`src/rtl/mhgd_pkg.sv`:
```
package mhgd_pkg;

  // packet class codes as seen on the result word
  localparam logic [1:0] KIND_LDOWN = 2'd0;
  localparam logic [1:0] KIND_LUP   = 2'd1;
  localparam logic [1:0] KIND_MOVE  = 2'd2;

  // phase codes as seen on the result word
  localparam logic [1:0] PHASE_CODE_IDLE = 2'd0;
  localparam logic [1:0] PHASE_CODE_DRAW = 2'd1;
  localparam logic [1:0] PHASE_CODE_COMP = 2'd2;

  // first byte of a packet carries this bit, left button in bit 0
  localparam int FIRST_MARK_BIT = 3;
  localparam int LEFT_BTN_BIT   = 0;

  localparam int THR_W  = 15;
  localparam int SUM_W  = 16;
  localparam int IDX_W  = 2;

  // register indexes on the configuration port
  localparam logic [IDX_W-1:0] REG_LENGTH = 2'd0;
  localparam logic [IDX_W-1:0] REG_DRIFT  = 2'd1;

  localparam logic [THR_W-1:0] LENGTH_RST = 15'd100;
  localparam logic [THR_W-1:0] DRIFT_RST  = 15'd10;

  typedef enum logic [2:0] {
    PH_IDLE = 3'b001,
    PH_DRAW = 3'b010,
    PH_COMP = 3'b100
  } phase_t;

  // gesture state carried between packets
  typedef struct packed {
    phase_t                  phase;
    logic signed [SUM_W-1:0] sum_x;
    logic signed [SUM_W-1:0] sum_y;
  } gest_state_t;

  // exact magnitude of a 17-bit signed value
  function automatic logic [SUM_W:0] abs17(input logic signed [SUM_W:0] v);
    logic [SUM_W:0] r;
    r = v[SUM_W] ? (SUM_W+1)'(-v) : (SUM_W+1)'(v);
    return r;
  endfunction

  function automatic logic [1:0] phase_code(input phase_t p);
    logic [1:0] c;
    unique case (p)
      PH_IDLE: c = PHASE_CODE_IDLE;
      PH_DRAW: c = PHASE_CODE_DRAW;
      PH_COMP: c = PHASE_CODE_COMP;
      default: c = PHASE_CODE_IDLE;
    endcase
    return c;
  endfunction

endpackage

```
`src/rtl/mhgd_step.sv`:
```
module mhgd_step (
  input  logic [7:0]                       b0,
  input  logic [7:0]                       b1,
  input  logic [7:0]                       b2,
  input  logic [mhgd_pkg::THR_W-1:0]       length_thr,
  input  logic [mhgd_pkg::THR_W-1:0]       drift_tol,
  input  mhgd_pkg::gest_state_t            cur,
  output mhgd_pkg::gest_state_t            nxt,
  output logic [1:0]                       kind,
  output logic                             found
);

  logic signed [7:0]                dx;
  logic signed [7:0]                dy;
  logic signed [mhgd_pkg::SUM_W:0]  sx_ext;
  logic signed [mhgd_pkg::SUM_W:0]  sy_ext;
  logic signed [mhgd_pkg::SUM_W:0]  sx_trial;
  logic signed [mhgd_pkg::SUM_W-1:0] add_x;
  logic signed [mhgd_pkg::SUM_W-1:0] add_y;
  logic [mhgd_pkg::SUM_W:0]         len_ext;
  logic [mhgd_pkg::SUM_W:0]         tol_ext;
  logic                             reversal;

  assign dx = signed'(b1);
  assign dy = signed'(b2);

  // packet class
  always_comb begin
    if (b1 == 8'd0 && b2 == 8'd0) begin
      kind = b0[mhgd_pkg::LEFT_BTN_BIT] ? mhgd_pkg::KIND_LDOWN : mhgd_pkg::KIND_LUP;
    end else begin
      kind = mhgd_pkg::KIND_MOVE;
    end
  end

  // x reversal test, taken without wrap
  assign len_ext  = {2'b00, length_thr};
  assign tol_ext  = {2'b00, drift_tol};
  assign sx_ext   = {cur.sum_x[mhgd_pkg::SUM_W-1], cur.sum_x};
  assign sy_ext   = {cur.sum_y[mhgd_pkg::SUM_W-1], cur.sum_y};
  assign sx_trial = sx_ext + (mhgd_pkg::SUM_W+1)'(dx);
  assign reversal = (mhgd_pkg::abs17(sx_trial) < mhgd_pkg::abs17(sx_ext)) &&
                    (mhgd_pkg::abs17(sy_ext) > tol_ext);

  // wrapping accumulation
  assign add_x = cur.sum_x + mhgd_pkg::SUM_W'(dx);
  assign add_y = cur.sum_y + mhgd_pkg::SUM_W'(dy);

  // gesture phase update
  always_comb begin
    nxt = cur;
    unique case (cur.phase)
      mhgd_pkg::PH_IDLE: begin
        nxt.sum_x = '0;
        nxt.sum_y = '0;
        if (kind == mhgd_pkg::KIND_LDOWN) begin
          nxt.phase = mhgd_pkg::PH_DRAW;
        end
      end
      mhgd_pkg::PH_DRAW: begin
        if (kind == mhgd_pkg::KIND_MOVE) begin
          if (reversal) begin
            nxt.sum_x = '0;
            nxt.sum_y = '0;
          end else begin
            nxt.sum_x = add_x;
            nxt.sum_y = add_y;
            if (mhgd_pkg::abs17({add_x[mhgd_pkg::SUM_W-1], add_x}) >= len_ext) begin
              nxt.phase = mhgd_pkg::PH_COMP;
            end
          end
        end else if (kind == mhgd_pkg::KIND_LUP) begin
          nxt.phase = mhgd_pkg::PH_IDLE;
        end
      end
      mhgd_pkg::PH_COMP: begin
        nxt = cur;
      end
      default: begin
        nxt = cur;
      end
    endcase
  end

  // detection on the updated sums
  assign found =
    (mhgd_pkg::abs17({nxt.sum_x[mhgd_pkg::SUM_W-1], nxt.sum_x}) >= len_ext) &&
    (mhgd_pkg::abs17({nxt.sum_y[mhgd_pkg::SUM_W-1], nxt.sum_y}) < tol_ext);

endmodule

```
`src/rtl/mouse_horizontal_gesture_detector_top.sv`:
```
// result word: registered, valid in the cycle after the third byte of a packet is taken
// throughput: one byte per cycle; first and second bytes never stall, the
//   third stalls only while a result word is held by a stalled output
// reset (synchronous, rst_n low): framing expects a first byte, phase idle,
//   sums and detected flag cleared, thresholds back to 100 and 10
module mouse_horizontal_gesture_detector_top (
  input  logic                          clk,
  input  logic                          rst_n,
  input  logic                          in_valid,
  output logic                          in_stall,
  input  logic [7:0]                    in_data_byte,
  output logic                          out_valid,
  input  logic                          out_stall,
  output logic [1:0]                    out_event_kind,
  output logic signed [7:0]             out_x_delta,
  output logic signed [7:0]             out_y_delta,
  output logic signed [15:0]            out_x_sum,
  output logic signed [15:0]            out_y_sum,
  output logic [1:0]                    out_gesture_phase,
  output logic                          out_gesture_detected,
  input  logic                          cfg_valid,
  output logic                          cfg_ready,
  input  logic [mhgd_pkg::IDX_W-1:0]    cfg_index,
  input  logic [mhgd_pkg::THR_W-1:0]    cfg_data
);

  typedef enum logic [2:0] {
    POS_FIRST  = 3'b001,
    POS_SECOND = 3'b010,
    POS_THIRD  = 3'b100
  } pos_t;

  pos_t                         pos_r, pos_nxt;
  logic [7:0]                   held0_r, held1_r;
  mhgd_pkg::gest_state_t        gst_r, gst_nxt;
  logic                         found_r, found_nxt;
  logic [mhgd_pkg::THR_W-1:0]   len_r, tol_r;
  logic                         out_valid_r, out_valid_nxt;
  logic [1:0]                   kind_r;
  logic signed [7:0]            xd_r, yd_r;
  logic signed [15:0]           xs_r, ys_r;
  logic [1:0]                   ph_r;
  logic                         det_r;

  mhgd_pkg::gest_state_t        step_nxt;
  logic [1:0]                   step_kind;
  logic                         step_found;
  logic                         accept;
  logic                         live;
  logic                         load_out;
  logic                         load_b0;
  logic                         load_b1;

  assign cfg_ready = 1'b1;

  // third byte waits only on a full, stalled output register
  assign in_stall = out_valid_r && out_stall && (pos_r == POS_THIRD) && !found_r;
  assign accept   = in_valid && !in_stall;
  assign live     = accept && !found_r;

  mhgd_step u_step (
    .b0         (held0_r),
    .b1         (held1_r),
    .b2         (in_data_byte),
    .length_thr (len_r),
    .drift_tol  (tol_r),
    .cur        (gst_r),
    .nxt        (step_nxt),
    .kind       (step_kind),
    .found      (step_found)
  );

  // packet framing
  always_comb begin
    pos_nxt   = pos_r;
    gst_nxt   = gst_r;
    found_nxt = found_r;
    load_out  = 1'b0;
    load_b0   = 1'b0;
    load_b1   = 1'b0;
    if (live) begin
      unique case (pos_r)
        POS_FIRST: begin
          if (in_data_byte[mhgd_pkg::FIRST_MARK_BIT]) begin
            load_b0 = 1'b1;
            pos_nxt = POS_SECOND;
          end
        end
        POS_SECOND: begin
          load_b1 = 1'b1;
          pos_nxt = POS_THIRD;
        end
        POS_THIRD: begin
          pos_nxt   = POS_FIRST;
          gst_nxt   = step_nxt;
          found_nxt = step_found;
          load_out  = 1'b1;
        end
        default: begin
          pos_nxt = POS_FIRST;
        end
      endcase
    end
  end

  // output word handshake
  always_comb begin
    out_valid_nxt = out_valid_r;
    if (load_out) begin
      out_valid_nxt = 1'b1;
    end else if (!out_stall) begin
      out_valid_nxt = 1'b0;
    end
  end

  // control state
  always_ff @(posedge clk) begin
    if (!rst_n) begin
      pos_r       <= POS_FIRST;
      gst_r.phase <= mhgd_pkg::PH_IDLE;
      gst_r.sum_x <= '0;
      gst_r.sum_y <= '0;
      found_r     <= 1'b0;
      out_valid_r <= 1'b0;
      len_r       <= mhgd_pkg::LENGTH_RST;
      tol_r       <= mhgd_pkg::DRIFT_RST;
    end else begin
      pos_r       <= pos_nxt;
      gst_r       <= gst_nxt;
      found_r     <= found_nxt;
      out_valid_r <= out_valid_nxt;
      if (cfg_valid && cfg_ready) begin
        if (cfg_index == mhgd_pkg::REG_LENGTH) begin
          len_r <= cfg_data;
        end else if (cfg_index == mhgd_pkg::REG_DRIFT) begin
          tol_r <= cfg_data;
        end
      end
    end
  end

  // held bytes and result word payload
  always_ff @(posedge clk) begin
    if (load_b0) begin
      held0_r <= in_data_byte;
    end
    if (load_b1) begin
      held1_r <= in_data_byte;
    end
    if (load_out) begin
      kind_r <= step_kind;
      xd_r   <= signed'(held1_r);
      yd_r   <= signed'(in_data_byte);
      xs_r   <= step_nxt.sum_x;
      ys_r   <= step_nxt.sum_y;
      ph_r   <= mhgd_pkg::phase_code(step_nxt.phase);
      det_r  <= step_found;
    end
  end

  assign out_valid            = out_valid_r;
  assign out_event_kind       = kind_r;
  assign out_x_delta          = xd_r;
  assign out_y_delta          = yd_r;
  assign out_x_sum            = xs_r;
  assign out_y_sum            = ys_r;
  assign out_gesture_phase    = ph_r;
  assign out_gesture_detected = det_r;

endmodule
```
`config.mk`:
```
export PLATFORM = sky130hd
export DESIGN_NAME = mouse_horizontal_gesture_detector_top
export DESIGN_NICKNAME = d
export VERILOG_FILES = /design/src/rtl/mhgd_pkg.sv /design/src/rtl/mhgd_step.sv /design/src/rtl/mouse_horizontal_gesture_detector_top.sv
export SDC_FILE = /design/constraint.sdc
export NUM_CORES = 1
export LEC_CHECK = 0
export BUFFER_PORTS_ARGS = -buffer_cell sky130_fd_sc_hd__clkbuf_2
export CAP_MARGIN = 10
export CORE_MARGIN = 1.5
export CORE_UTILIZATION = 41
export CTS_BUF_LIST = sky130_fd_sc_hd__clkbuf_16
export CTS_CLUSTER_DIAMETER = 80
export DETAILED_ROUTE_END_ITERATION = 8
export GPL_ROUTABILITY_DRIVEN = 0
export PLACE_DENSITY = 0.6
export SETUP_SLACK_MARGIN = 0.15
export SYNTH_ARGS = -nofsm -noshare
export SYNTH_HDL_FRONTEND = slang
export SYNTH_HIERARCHICAL = 1
export SYNTH_SLANG_ARGS = --single-unit
```
`constraint.sdc`:
```
create_clock -name clk -period 23.8 [get_ports clk]
set_input_delay 3.57 -clock clk [delete_from_list [all_inputs] [get_ports clk]]
set_output_delay 3.57 -clock clk [all_outputs]
set_load 0.05 [all_outputs]
```
### Word level (Yosys, flattened, before mapping)

Index checks and enable logic that the tools add are counted.

| word-level totals | value |
|---|---|
| input bits | 30 |
| output and inout port bits | 56 |
| register bits | 132 |
| logic and storage cells | 90 |

| operators by class | value |
|---|---|
| reduce and logical (&&, ||, !) cells | 18 |
| $lt $le $gt $ge | 5 |
| equality and inequality tests | 12 |
| bitwise operators | 1 |
| muxes and demuxes | 28 |
| $add $sub $neg | 9 |

Operators by type and width:

| kind | number |
|---|---|
| $mux 17 | 6 |
| $neg 16->17 | 5 |
| $pmux 35 s2 | 1 |
| $mux 32 | 2 |
| $ge 17x15->1 | 2 |
| $add 16x8->16 | 2 |
| $mux 3 | 6 |
| $add 16x8->17 | 1 |
| $gt 17x15->1 | 1 |
| $lt 17x15->1 | 1 |
| $lt 17x17->1 | 1 |
| $neg 17->17 | 1 |
| $logic_not 8->1 | 2 |
| $mux 1 | 10 |
| $eq 3x2->1 const B | 3 |
| $logic_and 1x1->1 | 8 |
| $eq 3x1->1 const B | 2 |
| $eq 3x3->1 const B | 2 |
| $pmux 3 s2 | 1 |
| $reduce_and 2->1 | 3 |
| $eq 2x1->1 const B | 2 |
| $logic_not 2->1 | 2 |
| $pmux 2 s2 | 1 |
| $reduce_and 3->1 | 1 |
| other kinds (6) | 7 |

### Logic depth before layout (Yosys ltp)

Gate-level depths: netlist (run 1).

| depth | value |
|---|---|
| depth in word-level cells | 12 |
| depth in mapped cells | 40 |

### Modules after synthesis

The synthesis (run 1) kept the hierarchy.

Modules (own cells, without submodules):

| module | cells each | instances | area an instance (um2) | seq. area each (um2) |
|---|---|---|---|---|
| mhgd_step | 797 | 1 | 5614.1 | 0.0 |
| mouse_horizontal_gesture_detector_top | 392 | 1 | 4884.7 | 3473.3 |

### Worst setup path before layout (run 1)

No wires, ideal clock.

| timing | value |
|---|---|
| path kind | input to output |
| from | in out_stall |
| to | out in_stall |
| slack | 15.449 ns |
| buffers on the path | 0 |
| cell stages on the path | 2 |
| arrival | 4.781 ns |
| cell sequence | and2_1 nor4b_2 |

| on the way | value |
|---|---|
| longest elaborated chain between the ends | 3 |

Ends and longest elaborated chain:

| what | RTL line | source |
|---|---|---|
| start, declared | mouse_horizontal_gesture_detector_top.sv:13 | `input logic out_stall,` |
| $logic_and 1x1->1 (3 in series) | mouse_horizontal_gesture_detector_top.sv:57 | `assign in_stall = out_valid_r && out_stall && (pos_r == POS_THIRD) && !found_r;` |
| end, declared | mouse_horizontal_gesture_detector_top.sv:10 | `output logic in_stall,` |

No other way between the ends.

==> metrics.cfg, run 1 <==
[status]
outcome=finished, final reports clean

[sta]
hold_viol=0
layout_min_cycle_time_ps=9220
tightest_slew_ps=1175
final_max_slew_viol_count=0
period_share_pct=38.74
tns_ps=0
fin_skew_ps=8.115
maxSlewHeadroom_pct=21.65
rsz0062_at_grt=no
layout_setup_ws_ps=14580
setup_viol=0
fmax_ghz=0.1085

[setup_path]
reg2regPathDepth=37
cp_common_cell=ha_1
r2r_end=found_r
cp.arrival_ps=9540
r2r_slack_ps=14580
cpPeakStageDelay_ps=510
crit_path_top_delay_cell=xor2_1
crit_type=reg2reg
worstPathMaxFanout=28
cp.required_ps=24120
r2r-start=held1_r[0]
end_kind=flop
start_kind=flop

[drt]
viasPerCell=5.589
wl_um=29490
drt_iter0_markers=678
wire_per_inst_um=18.56
num_vias=8881
first_pass_iters=5
drc=0
ant_nets=0

[floorplanning]
ioPinCount=86
start_util_pct=42.06
core_area_um2=24460
die_area_um2=26050
row_count=57
die_w_um=161.4
dieHeight_um=161.4

[pwr]
switching_share_pct=25.19
switchingPower_mw=0.1368
power.total_mw=0.5430
power_frac_seq_pct=44.2
power.leakage_nw=4.839
power.internal_mw=0.4062
clkPwrFrac_pct=50.3
pwr-share-comb_pct=5.5
ir_worst_vdd_mv=0.03694
p_per_area_nw_per_um2=47.03

[cells_and_area]
drive_gt1_share_pct=12.49
final_nets=1396
final_common_cell=nand2_1
fin_area_um2=11550
syn2layout_area_growth_pct=12.22
diodes=0
layout_common_cells=nand2_1 (218), ha_1 (112), clkbuf_2 (85), a21oi_1 (76), dfxtp_1 (70)
final_cells=1589

[global_route]
top_usage_layer=met2
antenna_found_initial=0
use_met1_pct=29.51
grt_max_degree=79
met2_usage_pct=39.64
grt_pass1_vias=8487
grt_pass1_wl_um=46920
grt_use_met3_pct=3.441
gr-total-overflow=0
track_usage_pct=23.01

[yosys]
syn-instance-count=1182
avgSynthCellArea_um2=8.704
syn-num-nets=1326
yosysWarnings=6
synth_area_um2=10290

[place]
dp_slack_ps=14750
io_buffers=84
dpl.hpwl_um=22360
dp.cells=1556
post_dp_cell_area_um2=10940

[clocking]
cts_tree=done
cts_sinks=132
cts_root_buf=clkbuf_16
numCtsBuffers=17
cts_resized=0
postCtsSetupBuffers=0
clockBufferDepth=2
clock_latency_ps=420
holdBufCountCts=0
cts_max_level=4
clkTransAtPathRegs_ps=70

[min_path]
min_path_cells=2
hp-class=reg2reg
hold_path_end=tol_r[2]
hp-start=tol_r[2]

[job]
drv_cap=0

==> power by group through the flow <==
stage                     combinational (mW)  clock, mW  sequential [mW]
after floorplan                       0.0198          0            0.244
after global placement                0.0292          0            0.245
after detailed placement              0.0296          0            0.245
after CTS                             0.0299      0.279            0.240
after global routing                  0.0336      0.287            0.240
final                                 0.0299      0.273            0.240
==> how the worst max path moves through the flow <==
stage / start / endpoint
after floorplan: out_stall / in_stall
after global placement: held1_r[0] / found_r
after detailed placement: held1_r[0] / found_r
after CTS: held1_r[0] / found_r
after global routing: held1_r[0] / found_r
final: held1_r[0] / found_r
==> layout make-up <==
class / instances / area, um2
sequential: 132 / 3263
fill: 2363 / 12920
timing repair buffer: 95 / 500.5
clock buffer: 17 / 425.4
tap: 324 / 405.4
clock inverter: 15 / 171.4
multi-input combinational: 952 / 6578
inverter: 54 / 202.7
==> critical path, delay by kind of cell (launching register included) <==
family                   cells  cell delay [ps]
AO/OA/AOI/OAI               17             3760
XOR/XNOR                     2              610
adder cells (fa/ha/maj)      6             1560
buffers and inverters        2              210
flip-flops                   1              380
AND/OR/NAND/NOR             10             2540
==> registers in the layout, indices dropped and copies added, names as in the netlist, 2 cells and up <==
signal / count
gst_r: 35
held1_r: 8
len_r: 15
out_event_kind: 2
out_gesture_phase: 2
out_x_delta: 8
out_x_sum: 16
out_y_delta: 8
out_y_sum: 16
pos_r: 3
tol_r: 15
==> per-stage QoR <==
| stage | utilization [%] | hold slack [ps] |
|---|---|---|
| floorplan | - | 433.5 |
| CTS | 47.18 | 455.5 |
| finish | 47.20 | 454.4 |
| global route | 47.20 | 474.4 |
| detailed placement | 44.74 | 447.5 |
| global placement | 44.74 | 444.1 |
==> routing by layer <==
| layer | routed length (um) | part of all wire, % | up-vias |
|---|---|---|---|
| met5 | 0 | 0 | - |
| met4 | 727 | 2.5 | 0 |
| met3 | 1463 | 5.0 | 43 |
| met2 | 14500 | 49 | 246 |
| met1 | 12800 | 43 | 4194 |
| li1 | - | - | 4398 |
Power figures use the tool's default switching activity.
==> inputs of run 2 (changes only) <==
--- a/config.mk
+++ b/config.mk
@@ -5,6 +5,7 @@
 export SDC_FILE = /design/constraint.sdc
 export NUM_CORES = 1
 export LEC_CHECK = 0
+export ABC_AREA = 1
 export BUFFER_PORTS_ARGS = -buffer_cell sky130_fd_sc_hd__clkbuf_2
 export CAP_MARGIN = 10
 export CORE_MARGIN = 1.5
@@ -13,7 +14,7 @@
 export CTS_CLUSTER_DIAMETER = 80
 export DETAILED_ROUTE_END_ITERATION = 8
 export GPL_ROUTABILITY_DRIVEN = 0
-export PLACE_DENSITY = 0.6
+export PLACE_DENSITY = 0.62
 export SETUP_SLACK_MARGIN = 0.15
 export SYNTH_ARGS = -nofsm -noshare
 export SYNTH_HDL_FRONTEND = slang
==> constraint.sdc (replaced) <==
create_clock -name clk -period 7.99 [get_ports clk]
set_input_delay 1.1985 -clock clk [delete_from_list [all_inputs] [get_ports clk]]
set_output_delay 1.1985 -clock clk [all_outputs]
set_load 0.05 [all_outputs]
==> run 2 against run 1 <==
Net effect: non-clock buffer count increased by 5; critical endpoint unchanged; critical path type unchanged; worst setup slack got worse by 14000 ps; largest power group unchanged; largest cell class unchanged; die area rose by 12%; highest routed layer unchanged.
==> metrics.cfg, run 2 <==
[status]
outcome=finished, final reports clean

[clocking]
cts_tree=done
cts_root_buf=clkbuf_16
cts_sinks=132  ; unchanged
clkTransAtPathRegs_ps=60  ; about the same
clock_latency_ps=440  ; +20 ps
clockBufferDepth=2  ; unchanged
cts_max_level=4  ; unchanged
numCtsBuffers=17  ; unchanged
holdBufCountCts=0  ; unchanged

[global_route]
antenna_found_initial=0  ; unchanged
grt_pass1_vias=10269  ; +21%
grt_pass1_wl_um=52900  ; +13%
gr-total-overflow=0  ; unchanged
grt_max_degree=90  ; +14%
track_usage_pct=23.38  ; +0.37 points

[floorplanning]
start_util_pct=41.67  ; -0.39 points
dieHeight_um=171.0  ; +6.0%
core_area_um2=27780  ; +14%
ioPinCount=86  ; unchanged
die_w_um=171.0  ; +6.0%
die_area_um2=29250  ; +12%
row_count=61  ; +7.0%

[sta]
rsz0062_at_grt=no
layout_min_cycle_time_ps=7035  ; -2185 ps
fin_skew_ps=12.08  ; +3.970 ps
setup_viol=0  ; unchanged
whs_ps=464.9  ; +10.56 ps
hold_viol=0  ; unchanged
fmax_ghz=0.1422  ; +31%
final_max_slew_viol_count=0  ; unchanged
maxSlewHeadroom_pct=40.79  ; +19 points
period_share_pct=88.04  ; +49 points
tightest_slew_ps=888.1  ; -287.1 ps
tns_ps=0  ; unchanged

[yosys]
yosysWarnings=6  ; unchanged
synth_area_um2=11580  ; +13%
syn-instance-count=1662  ; +41%
avgSynthCellArea_um2=6.966  ; -20%
syn-num-nets=1806  ; +36%

[place]
io_buffers=84  ; unchanged
dpl.hpwl_um=25610  ; +15%

[drt]
num_vias=10897  ; +23%
ant_nets=0  ; unchanged
first_pass_iters=6  ; +1
drt_iter0_markers=855  ; +26%
drc=0  ; unchanged
viasPerCell=5.118  ; -8.4%
wire_per_inst_um=15.86  ; -15%
wl_um=33760  ; +14%

[pwr]
power.leakage_nw=6.599  ; +36%
p_per_area_nw_per_um2=123.2  ; +160%
ir_worst_vdd_mv=0.1024  ; +180%

[setup_path]
start_kind=flop
crit_path_top_delay_cell=dfxtp_1
cp_common_cell=nand2_1
end_kind=flop
cp.required_ps=8360  ; -15760 ps
crit_type=reg2reg
cp.arrival_ps=7410  ; -2130 ps
cpPeakStageDelay_ps=430  ; -80 ps
worstPathMaxFanout=6  ; -79%

[cells_and_area]
final_common_cell=nand2_1
largest_reg_flops=35  ; unchanged
final_nets=1882  ; +35%
regMostFlops=gst_r
diodes=0  ; unchanged
syn2layout_area_growth_pct=11.53
drive_gt1_share_pct=14.68  ; +2.2 points
layout_common_cells=nand2_1 (453), inv_1 (215), nor2_1 (144), ha_1 (112), a21oi_1 (100)

[min_path]
hp-class=reg2reg

[job]
drv_cap=0  ; unchanged

==> run 2: timing repair <==
item | in CTS | in global routing
resized for setup | 0 | 1
setup endpoints to repair | 0 | 2
setup buffers | 0 | 5
endpoints found under the hold margin | 0 | 0
==> run 2: per-layer routing <==
metal	global-route usage, %	up-vias	share of wire [%]
met2	41.87	277	50
met1	28.46	5001	43
met3	3.007	60	4.5
met4	8.734	0	2.8
met5	0	-	0
li1	-	5559	-
==> run 2: area by class of cell <==
cell class | count | area (um2)
sequential | 132 | 3263
tap | 378 | 473.0
fill | 2868 | 14870
inverter | 228 | 860.8
multi-input combinational | 1259 | 7217
clock buffer | 19 | 475.5
timing repair buffer | 100 | 540.5
clock inverter | 13 | 82.58
==> run 2: report_power, final <==
part,switching (mW),leakage [nW],internal [mW]
combinational,0.0732,5.13,0.0370
clock,0.333,0.284,0.430
sequential,0.00522,1.18,0.711
total,0.411,6.60,1.18
==> run 2: stage by stage <==
step / setup slack, ps / area (um2) / util [%] / instances / power (mW)
2_1_floorplan: 1951 / 11580 / - / 1662 / 0.8050
3_3_place_gp: 834.5 / 12300 / 44.29 / 2091 / 0.8379
3_5_place_dp: 734.6 / 12300 / 44.29 / 2091 / 0.8396
4_1_cts: 695.0 / 12860 / 46.30 / 2123 / 1.596
5_1_grt: 166.6 / 12910 / 46.48 / 2129 / 1.640
6_report: 955.3 / 12910 / 46.48 / 2129 / 1.590
==> run 2: worst max-delay path: cells and delay by family (launching register included) <==
kind	cells	cell delay (ps)
AOI/OAI and AO/OA	5	910
xor gates and xnor gates	2	340
adders and majority gates	6	1640
buffers and inverters	5	430
DFF	1	430
and+or+nand+nor	30	3170
==> run 2: final timing paths <==
check / depth (start not counted) / startpoint / endpoint / slack [ps]
min: 2 / tol_r[10] / tol_r[10] / 460
max reg2reg: 48 / gst_r[16] / found_r / 960
max: 48 / gst_r[16] / found_r / 960
min reg2reg: 2 / tol_r[10] / tol_r[10] / 460
==> inputs of run 3 (changes only) <==
--- a/config.mk
+++ b/config.mk
@@ -8,6 +8,7 @@
 export ABC_AREA = 1
 export BUFFER_PORTS_ARGS = -buffer_cell sky130_fd_sc_hd__clkbuf_2
 export CAP_MARGIN = 10
+export CORE_ASPECT_RATIO = 1.25
 export CORE_MARGIN = 1.5
 export CORE_UTILIZATION = 41
 export CTS_BUF_LIST = sky130_fd_sc_hd__clkbuf_16
==> run 3 against run 2 <==
Net effect: sequential power hardly changed; clock skew hardly changed; routed wire length is 4.7% higher; sequential share of layout area is 0.063 points lower; design area is 0.25% higher; global-route usage is 0.60 points higher; total power is 4.5% higher; fmax is 1.4% lower; hold slack better by 2.2 ps; clock power is 9.0% higher; register-to-register slack worse by 100 ps; via count is 1.8% higher; critical path type unchanged.
==> metrics.cfg, run 3 (synthesized netlist as in run 2, its figures left out) <==
[setup_path]
start_kind=flop
r2r_slack_ps=850  ; -100 ps
cp_common_cell=nand2_1
reg2regPathDepth=47  ; -2.1%
cpPeakStageDelay_ps=420  ; about the same
r2r_end=found_r
r2r-start=gst_r[16]
cp.arrival_ps=7440  ; +30 ps
crit_type=reg2reg
endpoint=found_r
crit_path_top_delay_cell=dfxtp_1
crit_start=gst_r[16]
end_kind=flop
worstPathMaxFanout=8  ; +2
cp.required_ps=8290  ; -70 ps

[min_path]
min_path_cells=2  ; unchanged
hp-class=reg2reg

[global_route]
antenna_found_initial=0  ; unchanged
grt_max_degree=90  ; unchanged
gr-total-overflow=0  ; unchanged
track_usage_pct=23.98  ; +0.60 points
grt_pass1_vias=10394  ; +1.2%
grt_pass1_wl_um=54150  ; +2.4%

[floorplanning]
die_area_um2=29260  ; about the same
start_util_pct=41.74  ; +0.068 points
core_area_um2=27740  ; -0.16%
row_count=68  ; +11%
dieHeight_um=190.9  ; +12%
ioPinCount=86  ; unchanged
die_w_um=153.3  ; -10%

[sta]
rsz0062_at_grt=no
fmax_ghz=0.1401  ; -1.4%
layout_min_cycle_time_ps=7137  ; +102.0 ps
hold_viol=0  ; unchanged
setup_viol=0  ; unchanged
period_share_pct=89.32  ; +1.3 points
maxSlewHeadroom_pct=42.27  ; +1.5 points
fin_skew_ps=12.54  ; +0.4581 ps
final_max_slew_viol_count=0  ; unchanged
tns_ps=0  ; unchanged
tightest_slew_ps=866.0  ; -22.08 ps

[cells_and_area]
syn2layout_area_growth_pct=11.81
fillCellCount=2855  ; -0.45%
final_nets=1878  ; -0.21%
layout_common_cells=nand2_1 (453), inv_1 (214), nor2_1 (143), ha_1 (112), a21oi_1 (98)
largest_reg_flops=35  ; unchanged
fin_area_um2=12940  ; +0.25%
regMostFlops=gst_r
final_common_cell=nand2_1
diodes=0  ; unchanged
drive_gt1_share_pct=14.71  ; +0.034 points

[clocking]
clock_latency_ps=440  ; about the same
holdBufCountCts=0  ; unchanged
cts_max_level=4  ; unchanged
numCtsBuffers=17  ; unchanged
clkTransAtPathRegs_ps=60  ; about the same
cts_root_buf=clkbuf_16
cts_sinks=132  ; unchanged
clockBufferDepth=2  ; unchanged
cts_tree=done

[pwr]
ir_worst_vdd_mv=0.1367  ; +33%
power.leakage_nw=6.611  ; +0.17%
p_per_area_nw_per_um2=128.3  ; +4.2%

[drt]
drc=0  ; unchanged
ant_nets=0  ; unchanged
viasPerCell=5.288  ; +3.3%
wl_um=35360  ; +4.7%
num_vias=11089  ; +1.8%
drt_iter0_markers=750  ; -12%
first_pass_iters=8  ; +2
wire_per_inst_um=16.86  ; +6.3%

[place]
post_dp_cell_area_um2=12250  ; -0.41%
dpl.hpwl_um=27190  ; +6.2%
io_buffers=84  ; unchanged

[job]
drv_cap=0  ; unchanged

[status]
outcome=finished, final reports clean

-- run 3: changes by cell type in the layout (fill, tap and decap cells not counted), moves of 3 or more --
cell / previous run / this run
buf_4: 16 / 10
inv_6: 1 / 6
clkinv_2: 6 / 2
bufinv_16: 0 / 3
-- run 3: how the worst min path moves through the flow --
stage                    from   endpoint  slack, ps
floorplan            len_r[2]   len_r[2]        440
global placement     tol_r[8]   tol_r[8]        450
detailed placement  tol_r[11]  tol_r[11]        460
CTS                  tol_r[4]   tol_r[4]        470
global route         tol_r[7]   tol_r[7]        490
finish               tol_r[7]   tol_r[7]        470
-- run 3: power breakdown --
group / internal [mW] / leakage [nW] / switching, mW / total, mW
registers: 0.711 / 1.18 / 0.00530 / 0.717
logic: 0.0370 / 5.13 / 0.0754 / 0.112
clock network: 0.494 / 0.298 / 0.339 / 0.832
total: 1.24 / 6.61 / 0.419 / 1.66
-- run 3: layout make-up --
cell class                      instances  area (um2)  share of cell area [%]
Multi-Input combinational cell       1259        7253                   56.03
Clock inverter                         15       177.7                   1.373
Clock buffer                           17       425.4                   3.286
Inverter                              228       860.8                   6.650
Timing Repair Buffer                   96       526.8                   4.069
Sequential cell                       132        3263                   25.21
Tap cell                              350       437.9                   3.383
-- run 3: layer usage --
layer	wire length (um)	global-route usage (%)	vias up
li1	-	-	5548
met1	14140	25.72	5139
met2	17710	44.69	295
met3	1367	3.318	107
met4	2149	14.29	0
met5	0	0	-
-- run 3: through the flow --
| stage | power (mW) | util (%) | worst slack (ps) | instances | hold slack [ps] |
|---|---|---|---|---|---|
| floorplan | 0.8050 | - | 1951 | 1662 | 442.0 |
| global placement | 0.8394 | 44.18 | 919.7 | 2061 | 453.8 |
| detailed placement | 0.8416 | 44.18 | 637.0 | 2061 | 460.9 |
| CTS | 1.673 | 46.36 | 587.2 | 2093 | 470.5 |
| global route | 1.713 | 46.67 | 150.1 | 2097 | 489.4 |
| finish | 1.661 | 46.67 | 853.4 | 2097 | 467.1 |
-- run 3: repair_timing --
| action | in CTS | in global routing |
|---|---|---|
| hold endpoints to repair | 0 | 0 |
| gates resized for setup | 0 | 10 |
| setup buffers | 0 | 3 |
| endpoints found under the setup margin | 0 | 2 |
-- run 3: worst max-delay path: cells and delay by family (launching register included) --
kind,cells,cell delay (ps)
AO/OA/AOI/OAI,8,1280
XOR/XNOR,1,250
adder cells (fa/ha/maj),6,1710
buffers and inverters,5,320
flip-flops,1,420
AND/OR/NAND/NOR,27,3000
